--- config.mk ---
export PLATFORM = sky130hd
export DESIGN_NAME = mpsd_pmv_mem
export DESIGN_NICKNAME = d
export VERILOG_FILES = /design/src/rtl/core/mpsd_pkg.sv /design/src/rtl/core/mpsd_pmv_mem.sv
export SDC_FILE = /design/constraint.sdc
export NUM_CORES = 2
export LEC_CHECK = 0
export BUFFER_PORTS_ARGS = -buffer_cell sky130_fd_sc_hd__buf_2
export CAP_MARGIN = 20
export CORE_UTILIZATION = 60
export CTS_BUF_LIST = sky130_fd_sc_hd__clkbuf_4 sky130_fd_sc_hd__clkbuf_8
export DETAILED_ROUTE_END_ITERATION = 16
export PLACE_DENSITY = 0.77
export SYNTH_ARGS = -nofsm -noshare
export SYNTH_HDL_FRONTEND = slang
export SYNTH_MEMORY_MAX_BITS = 65536
export SYNTH_SLANG_ARGS = --single-unit
--- constraint.sdc ---
create_clock -name clk -period 3.4 [get_ports clk]
set_clock_uncertainty 0.05 [all_clocks]
set_input_delay 0.17 -clock clk [delete_from_list [all_inputs] [get_ports clk]]
set_output_delay 0.17 -clock clk [all_outputs]
set_load 0.05 [all_outputs]
--- src/rtl/core/mpsd_pkg.sv ---
// Shared constants and types of the multi-pattern substring detector.
`timescale 1ns / 1ps

package mpsd_pkg;

    localparam int NUM_SLOTS_DEF       = 18;
    localparam int MAX_PATTERN_LEN_DEF = 256;
    localparam int CHAR_BITS           = 16;

    // A pattern opening with this code unit and holding it again after the prefix carries a format prefix.
    localparam logic [CHAR_BITS-1:0] PERCENT_CHAR = CHAR_BITS'(16'h0025);
    localparam int FMT_SKIP = 4;

    // Transaction kinds carried on tuser.
    localparam logic [1:0] ACT_CLEAR   = 2'd0;
    localparam logic [1:0] ACT_PATTERN = 2'd1;
    localparam logic [1:0] ACT_TEXT    = 2'd2;

    typedef enum logic [2:0] {
        ST_IDLE,
        ST_FIX_RD,
        ST_FIX_SCAN,
        ST_TXT_RUN,
        ST_RESULT
    } state_t;

    // Control of the partial-match memory.
    typedef struct packed {
        logic rd_en;
        logic wr_en;
        logic clr_row;
        logic clr_all;
    } pmv_cmd_t;

endpackage

--- src/rtl/core/mpsd_pmv_mem.sv ---
// Partial-match vectors: one row per slot, with a valid bit per row so that
// cleared rows read as all zeros.
`timescale 1ns / 1ps

module mpsd_pmv_mem #(
    parameter int NUM_SLOTS       = mpsd_pkg::NUM_SLOTS_DEF,
    parameter int MAX_PATTERN_LEN = mpsd_pkg::MAX_PATTERN_LEN_DEF,
    parameter int SLOT_W          = 5
) (
    input  logic                       clk,
    input  logic                       rst_n,
    input  mpsd_pkg::pmv_cmd_t         cmd,
    input  logic [SLOT_W-1:0]          rd_row,
    input  logic [SLOT_W-1:0]          wr_row,
    input  logic [SLOT_W-1:0]          clr_row,
    input  logic [MAX_PATTERN_LEN-1:0] wr_data,
    output logic [MAX_PATTERN_LEN-1:0] rd_data
);
    import mpsd_pkg::*;

    logic [MAX_PATTERN_LEN-1:0] mem [NUM_SLOTS];
    logic [MAX_PATTERN_LEN-1:0] rd_data_reg;
    logic [NUM_SLOTS-1:0]       row_valid_reg;
    logic                       rd_valid_reg;

    always_ff @(posedge clk)
    begin
        if (cmd.wr_en)
        begin
            mem[wr_row] <= wr_data;
        end
        if (cmd.rd_en)
        begin
            rd_data_reg <= mem[rd_row];
        end
    end

    always_ff @(posedge clk or negedge rst_n)
    begin
        if (!rst_n)
        begin
            row_valid_reg <= '0;
            rd_valid_reg  <= 1'b0;
        end
        else
        begin
            if (cmd.rd_en)
            begin
                rd_valid_reg <= row_valid_reg[rd_row];
            end
            if (cmd.clr_all)
            begin
                row_valid_reg <= '0;
            end
            else
            begin
                if (cmd.wr_en)
                begin
                    row_valid_reg[wr_row] <= 1'b1;
                end
                if (cmd.clr_row)
                begin
                    row_valid_reg[clr_row] <= 1'b0;
                end
            end
        end
    end

    assign rd_data = rd_valid_reg ? rd_data_reg : '0;

endmodule

Word level (Yosys, flattened, before mapping):

Memories as Yosys holds them, arrays and structs flattened. A register that Yosys moved wholly into a read port is not among the register bits.
Index checks and enable logic that the tools add are counted.

* register bits after elaboration: 19
* memory bits (writable): 4608
* output and inout port bits: 256
* memories kept: 1

Memory list
* mem: words 18, width 256, read ports 1, clocked after Yosys merged registers in 1, write ports 1, RTL line mpsd_pmv_mem.sv:21 `logic [MAX_PATTERN_LEN-1:0] mem [NUM_SLOTS];`

* order comparisons: 5
* multiplexer cells: 13
* bitwise logic cells: 3
* reduce and logical (&&, ||, !) cells: 2

Operator list (count)
* $mux 256: 1
* $mux 18: 4
* $and 18x18->18: 1
* $lt 5x6->1 const B: 3
* $not 18->18: 1
* $or 18x18->18: 1
* $demux 1 s5: 2
* $ge 5x1->1 const B: 2
* $bmux 1 s5: 1
* $mux 1: 5
* $logic_and 1x1->1: 2

Longest topological paths before layout:

* depth in word-level cells: 10
* depth in mapped cells: 8

Worst setup path before layout:

No wires, ideal clock.

* path kind: in2reg
* from: input port wr_row[0]
* to: memory mem[16][0] in the netlist's numbering (enable)
* arrival time: 11.368 ns
* slack: -8.899 ns
* cell stages on the path: 2
* cells stage by stage: or3b_2 -> nor2_1

RTL lines
* start: declaration: RTL line mpsd_pmv_mem.sv:14 `input logic [SLOT_W-1:0] wr_row,`
* end: declaration: RTL line mpsd_pmv_mem.sv:21

Straight into the memory's write port.

Worst setup path after layout:

* from: register rd_valid_reg
* to: output port rd_data[26]

* longest elaborated chain between the ends: 1

RTL lines
* start: declaration: RTL line mpsd_pmv_mem.sv:24 `logic rd_valid_reg;`
* start signal: assignment: RTL line mpsd_pmv_mem.sv:49 `rd_valid_reg <= row_valid_reg[rd_row];`
* $mux 256: RTL line mpsd_pmv_mem.sv:69 `assign rd_data = rd_valid_reg ? rd_data_reg : '0;`
* end: declaration: RTL line mpsd_pmv_mem.sv:17 `output logic [MAX_PATTERN_LEN-1:0] rd_data`

No other way between the ends.

==> flow_summary.json <==
{
  "status": "completed",
  "postLayoutCellArea_sq_um": 215000,
  "io_pins": 533,
  "worst_slew_pin_slew_ns": 1.16,
  "clk_pin_slew_ns": 0.06,
  "cts_tree": "done",
  "syn-cell-area_sq_um": 185000,
  "antenna_found_initial": 89,
  "grt_overflow_total": 0,
  "ys_seq_area_share_pct": 79.1,
  "cts_sinks": 4883,
  "cp_data_required_time_ns": 3.18,
  "syn_inst": 9081,
  "synth-seq-cells": 4883,
  "worst_skew_pair.late_latency_ns": 1.25,
  "yosys_warnings": 0,
  "grt_max_degree": 120,
  "multi_input_area_sq_um": 36400,
  "grt_pass1_vias": 100000,
  "critPathSlowestCell": "dfrtp_4",
  "gp_congestion": 0.789,
  "async_reset_ff_share_pct": 0.389,
  "drc": 0,
  "cts_max_level": 6,
  "synth_edf_count": 4864,
  "grt_pass1_wl_um": 664000,
  "period_needed_ns": 3.11,
  "totalWireLength_um": 463000,
  "cp-end-kind": "output port",
  "syn_to_final_growth_pct": 16.2,
  "fin_nets": 11000,
  "core-area_sq_um": 307000,
  "finalMaxSlewViolations": 0,
  "hpwl_um": 243000,
  "p_leak_nw": 73.0,
  "postRouteAntennaNets": 0,
  "grt_usage_pct": 29.6,
  "cpMostUsedCell": "buf_12",
  "timing.hold.ws_ns": 0.0815,
  "hold_viol_final": 0,
  "cap_violations": 0,
  "cp_cell_sequence": "buf_12 > buf_12 > and2_1 > buf_2",
  "nFillCells": 18000,
  "synth.distinct_cells": 34,
  "cts_buffer_depth": 4,
  "layout-drive-gt1-share_pct": 24.5,
  "seqCellArea_sq_um": 147000,
  "avgSynthCellArea_sq_um": 20.4,
  "wl_per_cell_um": 30.0,
  "std_cell_rows": 203,
  "first_pass_iters": 6,
  "initial_core_util_pct": 60.4,
  "cp.arrival_ns": 2.89,
  "cellPowerDensity_nw_per_um2": 566,
  "vias": 98200,
  "start_kind": "flop",
  "criticalPathCategory": "flop to output port",
  "rsz0062_at_grt": "no",
  "syn_nets": 9358,
  "cts_made_buffers": 733,
  "max_slew_margin_pct": 22.9,
  "min_period_over_period_pct": 91.5,
  "crit_fanout": 70,
  "peakVddDrop_mv": 0.462,
  "max_stage_delay_ns": 0.46,
  "hold_class": "input pin to flop",
  "largest_reg_flops": 4608,
  "dpl_cell_area_sq_um": 195000,
  "synthFlopType": "edfxtp_1",
  "cts.repair.resized": 0,
  "die_width_um": 558,
  "die_h_um": 558,
  "io_buffer_count": 532,
  "die-area_sq_um": 311000,
  "clock-root-buffer": "clkbuf_8",
  "drt_iter0_markers": 12000,
  "via_per_inst": 6.38,
  "fmaxAchievable_mhz": 321,
  "finalSetupViolations": 0
}
per-stage QoR:
stage / power [W] / worst slack [ns] / setup TNS, ns / std cells / utilization [%]
3_5_place_dp: 0.0753 / 0.615 / 0 / 13500 / 63.6
3_3_place_gp: 0.0750 / 0.638 / 0 / 13500 / 63.6
5_1_grt: 0.125 / 0.191 / 0 / 15400 / 70.2
2_1_floorplan: 0.0725 / -1.57 / -7149.72 / 9081 / -
4_1_cts: 0.122 / 0.235 / 0 / 15400 / 70.2
6_report: 0.122 / 0.288 / 0 / 15400 / 70.2
logic make-up after synthesis:
| logic type | count (synthesis) | synth area share, % |
|---|---|---|
| simple gates | 1091 | 2.96 |
| compound gates | 791 | 3.21 |
| buf+inv | 518 | 1.36 |
| mux | 1798 | 13.4 |
| flops | 4883 | 79.1 |
power by group:
group	switching [W]	internal, W
combinational	0.00448	0.00256
sequential	0.000418	0.0673
clock	0.0225	0.0246
Yosys cell counts (2+ instances only):
library cell	n	area share [%]
a211oi_1	16	0.065
a22oi_1	768	3.1
a31oi_1	2	0.0068
and2_1	257	0.87
and3b_1	3	0.014
buf_1	46	0.093
buf_2	190	0.51
buf_4	53	0.21
buf_6	18	0.11
clkbuf_1	210	0.43
dfrtp_1	19	0.26
edfxtp_1	4864	79
mux2_2	258	1.6
mux2i_1	1025	5.5
mux4_2	515	6.3
nand2_1	258	0.52
nand3_1	515	1.4
nand3b_1	5	0.020
nor2_1	38	0.077
nor2b_1	2	0.0068
nor3b_1	3	0.012
o21a_1	2	0.0081
or3b_2	3	0.014
timing repair:
action / CTS / global route
setup buffers: 5 / 0
setup endpoints to repair: 186 / 0
hold endpoints to repair: 7681 / 0
hold buffers: 561 / 0
cell type report:
cell class / instances / area share, %
well taps: 4100 / 2.38
clock buffers: 971 / 5.53
diodes: 35 / 0.0407
repair buffers: 1392 / 5.91
multi-input cells: 3680 / 16.9
clock inverters: 342 / 1.15
flip-flops and latches: 4883 / 68.1
worst paths after layout:
check | slack [ns] | from | cells past startpoint | end
min in group asynchronous | 0.14 | rst_n | 3 | rd_valid_reg$_DFFE_PN0P_
min reg2reg | 0.51 | row_valid_reg[12]$_DFF_PN0_ | 2 | row_valid_reg[12]$_DFF_PN0_
max reg2reg | 1.74 | mem[15][5]$_DFFE_PP_ | 3 | rd_data_reg[5]$_DFFE_PP_
max | 0.29 | rd_valid_reg$_DFFE_PN0P_ | 4 | rd_data[26]
min | 0.08 | rd_row[4] | 4 | rd_data_reg[255]$_DFFE_PP_
max in group asynchronous | 2.53 | rst_n | 3 | rd_valid_reg$_DFFE_PN0P_
layout by cell type, fill, tap and decap left out, drive strengths merged, types with 4 or more instances in the layout:
| cell | n |
|---|---|
| clkinvlp | 10 |
| nor3b | 4 |
| bufinv | 20 |
| clkinv | 269 |
| inv | 43 |
| diode | 35 |
| mux4 | 515 |
| nand3 | 515 |
| mux2i | 1025 |
| and2 | 257 |
| dfrtp | 19 |
| a22oi | 768 |
| nand3b | 5 |
| mux2 | 258 |
| edfxtp | 4864 |
| nand2 | 258 |
| clkbuf | 971 |
| buf | 832 |
| nor2 | 39 |
| dlygate4sd3 | 560 |
| a211oi | 16 |
critical path, delay by kind of cell (launching register included):
kind / cells / cell delay [ns]
buffers and inverters: 3 / 0.76
DFF: 1 / 0.46
and+or+nand+nor: 1 / 0.34
metal layers:
metal / routed length [um] / vias to the layer above / global-route usage (%)
met3: 54700 / 974 / 7.73
li1: - / 40700 / -
met2: 220000 / 6219 / 46.8
met4: 16000 / 68 / 10.9
met5: 432 / - / 0
met1: 171000 / 50300 / 40.2
(Power assumes the default switching activity.)
